## src/rtl/bdq_pkg.sv

```systemverilog
// ----------------------------------------------------------------------------
// bdq_pkg
// Types, request/status codes and slot arithmetic for the bounded deque.
// ----------------------------------------------------------------------------
package bdq_pkg;

  localparam int DEPTH  = 16;
  localparam int ADDR_W = $clog2(DEPTH);
  localparam int CNT_W  = $clog2(DEPTH + 1);
  localparam int DATA_W = 32;

  localparam logic [2:0] REQ_PUSH_FRONT = 3'd0;
  localparam logic [2:0] REQ_PUSH_BACK  = 3'd1;
  localparam logic [2:0] REQ_POP_FRONT  = 3'd2;
  localparam logic [2:0] REQ_POP_BACK   = 3'd3;
  localparam logic [2:0] REQ_READ       = 3'd4;

  localparam logic [1:0] ST_OK    = 2'd0;
  localparam logic [1:0] ST_EMPTY = 2'd1;
  localparam logic [1:0] ST_FULL  = 2'd2;

  localparam logic signed [DATA_W-1:0] ERR_VALUE = 32'sh7FFF_FFFF;

  typedef struct packed {
    logic [2:0]               req_type;
    logic signed [DATA_W-1:0] value_in;
    logic [3:0]               position;
  } req_t;

  typedef struct packed {
    logic signed [DATA_W-1:0] value_out;
    logic [1:0]               status;
    logic [4:0]               count_out;
    logic                     is_empty;
  } rsp_t;

  // RAM access issued when a request is taken
  typedef struct packed {
    logic                     we;
    logic                     re;
    logic [ADDR_W-1:0]        addr;
    logic signed [DATA_W-1:0] wdata;
  } ram_cmd_t;

  // Result fields settled at issue; value comes from RAM when use_ram is set
  typedef struct packed {
    logic                     use_ram;
    logic signed [DATA_W-1:0] value;
    logic [1:0]               status;
    logic [CNT_W-1:0]         count;
    logic                     empty;
  } meta_t;

  // (a + b) mod DEPTH, both operands below DEPTH
  function automatic logic [ADDR_W-1:0] slot_add(input logic [ADDR_W-1:0] a,
                                                 input logic [ADDR_W-1:0] b);
    logic [ADDR_W:0] sum;
    sum = {1'b0, a} + {1'b0, b};
    if (sum >= (ADDR_W + 1)'(DEPTH)) begin
      sum = sum - (ADDR_W + 1)'(DEPTH);
    end
    return sum[ADDR_W-1:0];
  endfunction

endpackage

```

## src/rtl/bdq_ram.sv

```systemverilog
// ----------------------------------------------------------------------------
// bdq_ram
// Single-port synchronous RAM, registered read data, q holds while read enable is low.
// ----------------------------------------------------------------------------
module bdq_ram #(
  parameter int DATA_W = 32,
  parameter int DEPTH  = 16,
  parameter int ADDR_W = $clog2(DEPTH)
) (
  input  logic              clk,
  input  logic              we,
  input  logic              re,
  input  logic [ADDR_W-1:0] addr,
  input  logic [DATA_W-1:0] wdata,
  output logic [DATA_W-1:0] q
);

  logic [DATA_W-1:0] mem [DEPTH];

  always_ff @(posedge clk) begin
    if (we) begin
      mem[addr] <= wdata;
    end
    if (re) begin
      q <= mem[addr];
    end
  end

endmodule

```

## src/rtl/bdq_ctrl.sv

```systemverilog
// ----------------------------------------------------------------------------
// bdq_ctrl
// Front pointer and entry count; decodes a request into a RAM access and
// the result fields known at issue.
// ----------------------------------------------------------------------------
module bdq_ctrl (
  input  logic                  clk,
  input  logic                  rst,
  input  logic                  take,
  input  bdq_pkg::req_t         req,
  output bdq_pkg::ram_cmd_t     cmd,
  output bdq_pkg::meta_t        meta,
  output logic [bdq_pkg::CNT_W-1:0] cnt
);
  import bdq_pkg::*;

  logic [ADDR_W-1:0] front;
  logic [ADDR_W-1:0] front_next;
  logic [CNT_W-1:0]  cnt_next;
  logic              full;
  logic              empty;

  always_comb begin
    full       = (cnt == CNT_W'(DEPTH));
    empty      = (cnt == '0);
    front_next = front;
    cnt_next   = cnt;
    cmd        = '{we: 1'b0, re: 1'b0, addr: front, wdata: req.value_in};
    meta       = '{use_ram: 1'b0, value: '0, status: ST_OK, count: '0, empty: 1'b0};

    case (req.req_type)
      REQ_PUSH_FRONT: begin
        if (full) begin
          meta.status = ST_FULL;
        end else begin
          front_next = slot_add(front, ADDR_W'(DEPTH - 1));
          cmd.we     = 1'b1;
          cmd.addr   = front_next;
          cnt_next   = cnt + CNT_W'(1);
        end
      end
      REQ_PUSH_BACK: begin
        if (full) begin
          meta.status = ST_FULL;
        end else begin
          cmd.we   = 1'b1;
          cmd.addr = slot_add(front, cnt[ADDR_W-1:0]);
          cnt_next = cnt + CNT_W'(1);
        end
      end
      REQ_POP_FRONT: begin
        if (empty) begin
          meta.value  = ERR_VALUE;
          meta.status = ST_EMPTY;
        end else begin
          cmd.re       = 1'b1;
          meta.use_ram = 1'b1;
          front_next   = slot_add(front, ADDR_W'(1));
          cnt_next     = cnt - CNT_W'(1);
        end
      end
      REQ_POP_BACK: begin
        if (empty) begin
          meta.value  = ERR_VALUE;
          meta.status = ST_EMPTY;
        end else begin
          cnt_next     = cnt - CNT_W'(1);
          cmd.re       = 1'b1;
          cmd.addr     = slot_add(front, cnt_next[ADDR_W-1:0]);
          meta.use_ram = 1'b1;
        end
      end
      REQ_READ: begin
        if (32'(req.position) >= 32'(cnt)) begin
          meta.value  = ERR_VALUE;
          meta.status = ST_EMPTY;
        end else begin
          cmd.re       = 1'b1;
          cmd.addr     = slot_add(front, ADDR_W'(req.position));
          meta.use_ram = 1'b1;
        end
      end
      default: begin
        // unknown request: no change
      end
    endcase

    meta.count = cnt_next;
    meta.empty = (cnt_next == '0);
    // only touch the RAM for a request actually taken
    cmd.we = cmd.we & take;
    cmd.re = cmd.re & take;
  end

  always_ff @(posedge clk) begin
    if (rst) begin
      front <= '0;
      cnt   <= '0;
    end else if (take) begin
      front <= front_next;
      cnt   <= cnt_next;
    end
  end

endmodule

```

## src/rtl/bounded_deque_with_indexed_read_top.sv

```systemverilog
// ----------------------------------------------------------------------------
// bounded_deque_with_indexed_read_top
// Bounded double-ended queue of signed 32-bit values with indexed read.
// ----------------------------------------------------------------------------
// Each request (push front/back, pop front/back, read at position) returns one
// response carrying the value, status, entry count and empty flag. Entries live
// in a ring buffer of DEPTH words in a single-port RAM. When a request is taken
// the RAM is addressed and the front pointer and count are updated; once the
// output register is free, the registered RAM read returns into the response
// register. One request is in flight at a time; a new request is taken while
// a finished response still waits in the output register. Pushes onto a full
// queue are dropped with a full status; pops on an empty queue and out-of-range
// reads return 0x7FFFFFFF with an empty status.
module bounded_deque_with_indexed_read_top (
  input  logic           clk,
  input  logic           rst,
  input  logic           req_valid,
  output logic           req_ready,
  input  bdq_pkg::req_t  req,
  output logic           rsp_valid,
  input  logic           rsp_ready,
  output bdq_pkg::rsp_t  rsp
);
  import bdq_pkg::*;

  ram_cmd_t          cmd;
  meta_t             meta;
  meta_t             pend_meta;
  logic [CNT_W-1:0]  cnt;
  logic [DATA_W-1:0] ram_q;
  logic              pend;
  logic              take;
  logic              move;

  assign req_ready = !pend;
  assign take      = req_valid && req_ready;
  assign move      = pend && (!rsp_valid || rsp_ready);

  bdq_ctrl u_ctrl (
    .clk  (clk),
    .rst  (rst),
    .take (take),
    .req  (req),
    .cmd  (cmd),
    .meta (meta),
    .cnt  (cnt)
  );

  bdq_ram #(
    .DATA_W (DATA_W),
    .DEPTH  (DEPTH),
    .ADDR_W (ADDR_W)
  ) u_ram (
    .clk   (clk),
    .we    (cmd.we),
    .re    (cmd.re),
    .addr  (cmd.addr),
    .wdata (cmd.wdata),
    .q     (ram_q)
  );

  always_ff @(posedge clk) begin
    if (rst) begin
      pend      <= 1'b0;
      rsp_valid <= 1'b0;
    end else begin
      if (take) begin
        pend <= 1'b1;
      end else if (move) begin
        pend <= 1'b0;
      end
      if (move) begin
        rsp_valid <= 1'b1;
      end else if (rsp_ready) begin
        rsp_valid <= 1'b0;
      end
    end
  end

  always_ff @(posedge clk) begin
    if (take) begin
      pend_meta <= meta;
    end
    if (move) begin
      rsp.value_out <= pend_meta.use_ram ? $signed(ram_q) : pend_meta.value;
      rsp.status    <= pend_meta.status;
      rsp.count_out <= 5'(pend_meta.count);
      rsp.is_empty  <= pend_meta.empty;
    end
  end

  // count stays within capacity
  a_cnt_bound: assert property (@(posedge clk) disable iff (rst)
    cnt <= CNT_W'(DEPTH))
    else $error("entry count above capacity");

  // a pending request leaves as soon as the output register can take it
  a_pend_drain: assert property (@(posedge clk) disable iff (rst)
    pend && (!rsp_valid || rsp_ready) |=> !pend)
    else $error("pending request not moved to output");

  // an accepted push onto a non-full queue grows the count by one
  a_push_grow: assert property (@(posedge clk) disable iff (rst)
    take && (req.req_type == REQ_PUSH_FRONT || req.req_type == REQ_PUSH_BACK)
      && cnt != CNT_W'(DEPTH)
    |=> cnt == $past(cnt) + CNT_W'(1))
    else $error("push did not grow the queue");

  // empty flag agrees with count in the response
  a_rsp_empty: assert property (@(posedge clk) disable iff (rst)
    rsp_valid |-> (rsp.is_empty == (rsp.count_out == 5'd0)))
    else $error("empty flag disagrees with count");

endmodule

```

## config.mk

```make
export PLATFORM = sky130hd
export DESIGN_NAME = bounded_deque_with_indexed_read_top
export DESIGN_NICKNAME = d
export VERILOG_FILES = /design/src/rtl/bdq_pkg.sv /design/src/rtl/bdq_ram.sv /design/src/rtl/bdq_ctrl.sv /design/src/rtl/bounded_deque_with_indexed_read_top.sv
export SDC_FILE = /design/constraint.sdc
export NUM_CORES = 1
export LEC_CHECK = 0
export BUFFER_PORTS_ARGS = -buffer_cell sky130_fd_sc_hd__buf_2
export CORE_MARGIN = 1
export CORE_UTILIZATION = 60
export CTS_BUF_LIST = sky130_fd_sc_hd__clkbuf_16
export CTS_CLUSTER_SIZE = 28
export DETAILED_ROUTE_END_ITERATION = 10
export HOLD_SLACK_MARGIN = 0.15
export PLACE_DENSITY = 0.78
export REMOVE_ABC_BUFFERS = 1
export SLEW_MARGIN = 20
export SYNTH_ARGS = -nofsm -noshare
export SYNTH_HDL_FRONTEND = slang
export SYNTH_SLANG_ARGS = --single-unit
```

## constraint.sdc

```tcl
create_clock -name clk -period 7.1 [get_ports clk]
set_input_delay 1.775 -clock clk [delete_from_list [all_inputs] [get_ports clk]]
set_output_delay 1.775 -clock clk [all_outputs]
set_load 0.005 [all_outputs]
```

==> results.ini <==
[synthesis]
netlist.area_leader.share_pct = 75.62
ys_seq_area_share_pct = 76.56
synthTopCellsByCount = 594 x edfxtp_1, 128 x mux4_2, 119 x nand2_1
synth_area_leaders = edfxtp_1 76%, mux4_2 12%, a22oi_1 2.0%
yosysMostFrequentCell = edfxtp_1
synth_area_mm2 = 0.02359
synth_ff_type = edfxtp_1
synth_warnings = 0
synth.distinct_cells = 53
synth_area_per_cell_um2 = 19.92
ys_async_sr_fraction_pct = 0
synth-seq-cells = 605
synth_edf_count = 594
syn_inst = 1184
yosysTopAreaCell = edfxtp_1

[global_routing]
antenna_found_initial = 0
use_met2_pct = 42.60
overflow = 0
grtUsageTotal_pct = 26.18
use_met3_pct = 3.921
grt-busiest-layer = met2
grtUsageMet1_pct = 37.51
grt_max_degree = 71
first_global_vias = 12090
grt_pass1_wl_um = 76530

[setup_path]
worstRegToRegCells = 11
path_cells = buf_2, inv_1, ha_1, nand2b_1, a2111oi_0, or4_1, a211o_1, o211ai_1, nor3_1, and2_2, inv_1, nor2_4, buf_4
worstSetupPathType = in -> reg
cp_max_fo = 20
required_ns = 7.35
crit_path_start_kind = input port
r2r_start = u_ctrl.cnt[3]$_SDFFE_PP0P_
crit_buf_inv = 4
critPathMostFrequentCell = inv_1
crit_path_end_kind = flip-flop
cp_data_arrival_time_ns = 5.41
reg2reg_setup_slack_ns = 2.65
cpLargestDelayFamily = simple AND/OR/NAND/NOR gates
slowest_delay_ns = 0.57
worst_r2r_endpoint = u_ram.mem[2][10]$_DFFE_PP_
slowest_stage = a2111oi_0

[power]
clkPwrFrac_pct = 37.3
p_leak_nw = 8.685
pwr-share-seq_pct = 53.7
finalPower_w = 0.007467
p_per_area_mw_per_mm2 = 281.7
p_switching_w = 0.001671
p_int_w = 0.005795
swShare_pct = 22.38
p_comb_share_pct = 8.9
vdd_drop_max_v = 0.0002336

[floorplan]
start_util_pct = 60.89
rows = 72
dieArea_mm2 = 0.04011
die_w_um = 200.3
core_mm2 = 0.03874
die_h_um = 200.3
ios = 85

[timing]
max_freq_mhz = 193.7
setup_viol = 0
worst_pin_slew_ns = 1.062
fin_worst_skew_ns = 0.01561
rsz0062_at_grt = false
maxSlewHeadroom_pct = 29.01
min_period_ns = 5.161
tns_ns = 0
slew_viol_final = 0
fin_crit_sh_pct = 72.69
final_hold_viol_count = 0

[cts]
cts_inserted_buffers = 56
cts_setup_buffers = 0
ctsHoldBuffers = 0
clock_path_buffers = 3
cts_resized = 0
tritoncts = yes
clkSinkCount = 605
clk_pin_slew_ns = 0.06
cts_root_buf = clkbuf_16
h-tree-depth = 2
insertion_delay_ns = 0.59

[hold_path]
min_path_cells = 0
hp-class = reg -> reg
worstHoldStart = pend_meta[2]$_DFFE_PP_
min_to = rsp[2]$_DFFE_PP_

[cells_and_area]
area_growth_pct = 12.37
layout.nets = 1361
final-instance-count-excl-fill = 1862
final_layout_size_suffix_gt1_share_pct = 26.21

[run]
max_cap_violations = 0

[drt]
ant_nets = 0
viasPerCell = 6.412
drc_errors = 0
dr.pass1.iters = 5
drt-total-wl_um = 51180
routedWlPerCell_um = 27.49
dr_total_vias = 11940
first_iter_violations = 1332

[outcome]
status = completed

[place]
dp_cells = 1756
gp_congestion = 0.8556
dp_hpwl_um = 27020
io_buffers = 84

-- kinds of logic after synthesis --
group,count (synthesis),synth area share (%)
and+or+nand+nor,207,3.915
adders and majority gates,21,1.210
AOI/OAI and AO/OA,130,3.740
buffers and inverters,79,1.830
xor gates and xnor gates,13,0.4827
muxes,129,12.26
DFF,605,76.56
-- worst reg2reg max path, cell delays in order, from the launching register on --
cell	delay, ns
dfxtp_1	0.63
inv_1	0.16
ha_1	0.25
a2111oi_0	0.55
or4_1	0.38
a211o_1	0.18
o211ai_1	0.11
nor3_1	0.41
and2_2	0.27
inv_1	0.18
nor2_4	0.52
buf_4	0.46
-- cell usage in the layout (no fill, tap or decap), types with 4 or more instances in the layout --
| cell | Yosys | routed |
|---|---|---|
| a21oi_1 | 25 | 23 |
| a22oi_1 | 64 | 64 |
| a32oi_1 | 4 | 4 |
| buf_12 | 0 | 6 |
| buf_2 | 18 | 84 |
| buf_4 | 4 | 25 |
| clkbuf_16 | 0 | 57 |
| clkinv_1 | 0 | 17 |
| clkinv_2 | 0 | 10 |
| dfxtp_1 | 11 | 11 |
| edfxtp_1 | 594 | 594 |
| ha_1 | 18 | 18 |
| inv_1 | 17 | 29 |
| mux4_2 | 128 | 128 |
| nand2_1 | 119 | 119 |
| nand2b_1 | 4 | 4 |
| nand3_1 | 4 | 4 |
| nor2_1 | 42 | 24 |
| nor2_4 | 0 | 18 |
| nor3_1 | 11 | 11 |
| o21ai_0 | 16 | 16 |
| o22ai_1 | 5 | 5 |
| xnor2_1 | 9 | 9 |
| xor2_1 | 4 | 4 |
-- routing by layer --
metal | routed length (um) | part of all wire [%]
met4 | 1158 | 2.3
met1 | 20250 | 40
met3 | 4116 | 8.0
met2 | 25650 | 50
met5 | 0 | 0
-- how the worst max path moves through the flow --
stage	slack (ns)	cells after the start	from	endpoint
6_report	1.94	13	req[0]	u_ram.mem[2][10]$_DFFE_PP_
5_1_grt	1.71	13	req[0]	u_ram.mem[1][8]$_DFFE_PP_
4_1_cts	1.79	13	req[0]	u_ram.mem[4][14]$_DFFE_PP_
3_5_place_dp	1.28	13	req[0]	u_ram.mem[4][28]$_DFFE_PP_
3_3_place_gp	1.39	13	req[0]	u_ram.mem[4][3]$_DFFE_PP_
2_1_floorplan	-3.87	10	req[0]	u_ram.mem[7][0]$_DFFE_PP_
-- per-stage QoR --
step | utilization [%] | hold slack (ns) | setup slack, ns | area [um^2]
floorplan | - | 0.4003 | -3.869 | 23220
global placement | 63.96 | 0.4073 | 1.388 | 24780
detailed placement | 63.96 | 0.4063 | 1.277 | 24780
CTS | 68.34 | 0.4241 | 1.791 | 26470
global route | 68.41 | 0.4368 | 1.714 | 26500
finish | 68.42 | 0.4239 | 1.939 | 26500
-- power groups by stage --
stage	clock, W	combinational (W)	sequential, W
after global placement	0	0.000654	0.00408
after global routing	0.00294	0.000722	0.00401
after CTS	0.00281	0.000675	0.00401
final	0.00279	0.000668	0.00401
after detailed placement	0	0.000666	0.00409
after floorplan	0	0.000523	0.00409
-- flip-flops by register name (all words and copies together) (netlist names) --
register / cells
rsp_valid: 1
pend_meta: 10
u_ram.mem: 512
u_ctrl.front: 4
pend: 1
u_ram.q: 32
u_ctrl.cnt: 5
rsp: 40
-- area by class of cell --
cell class              count  area [um^2]
diodes                      1        2.502
multi-input cells         500         5276
clock inverters            47        270.3
clock buffers              57         1426
fillers                  2371        12230
well taps                 518        648.1
flip-flops and latches    605        18060
inverters                  18        67.56
repair buffers            116        755.7
Note: power is estimated with default switching activity, not from simulation.
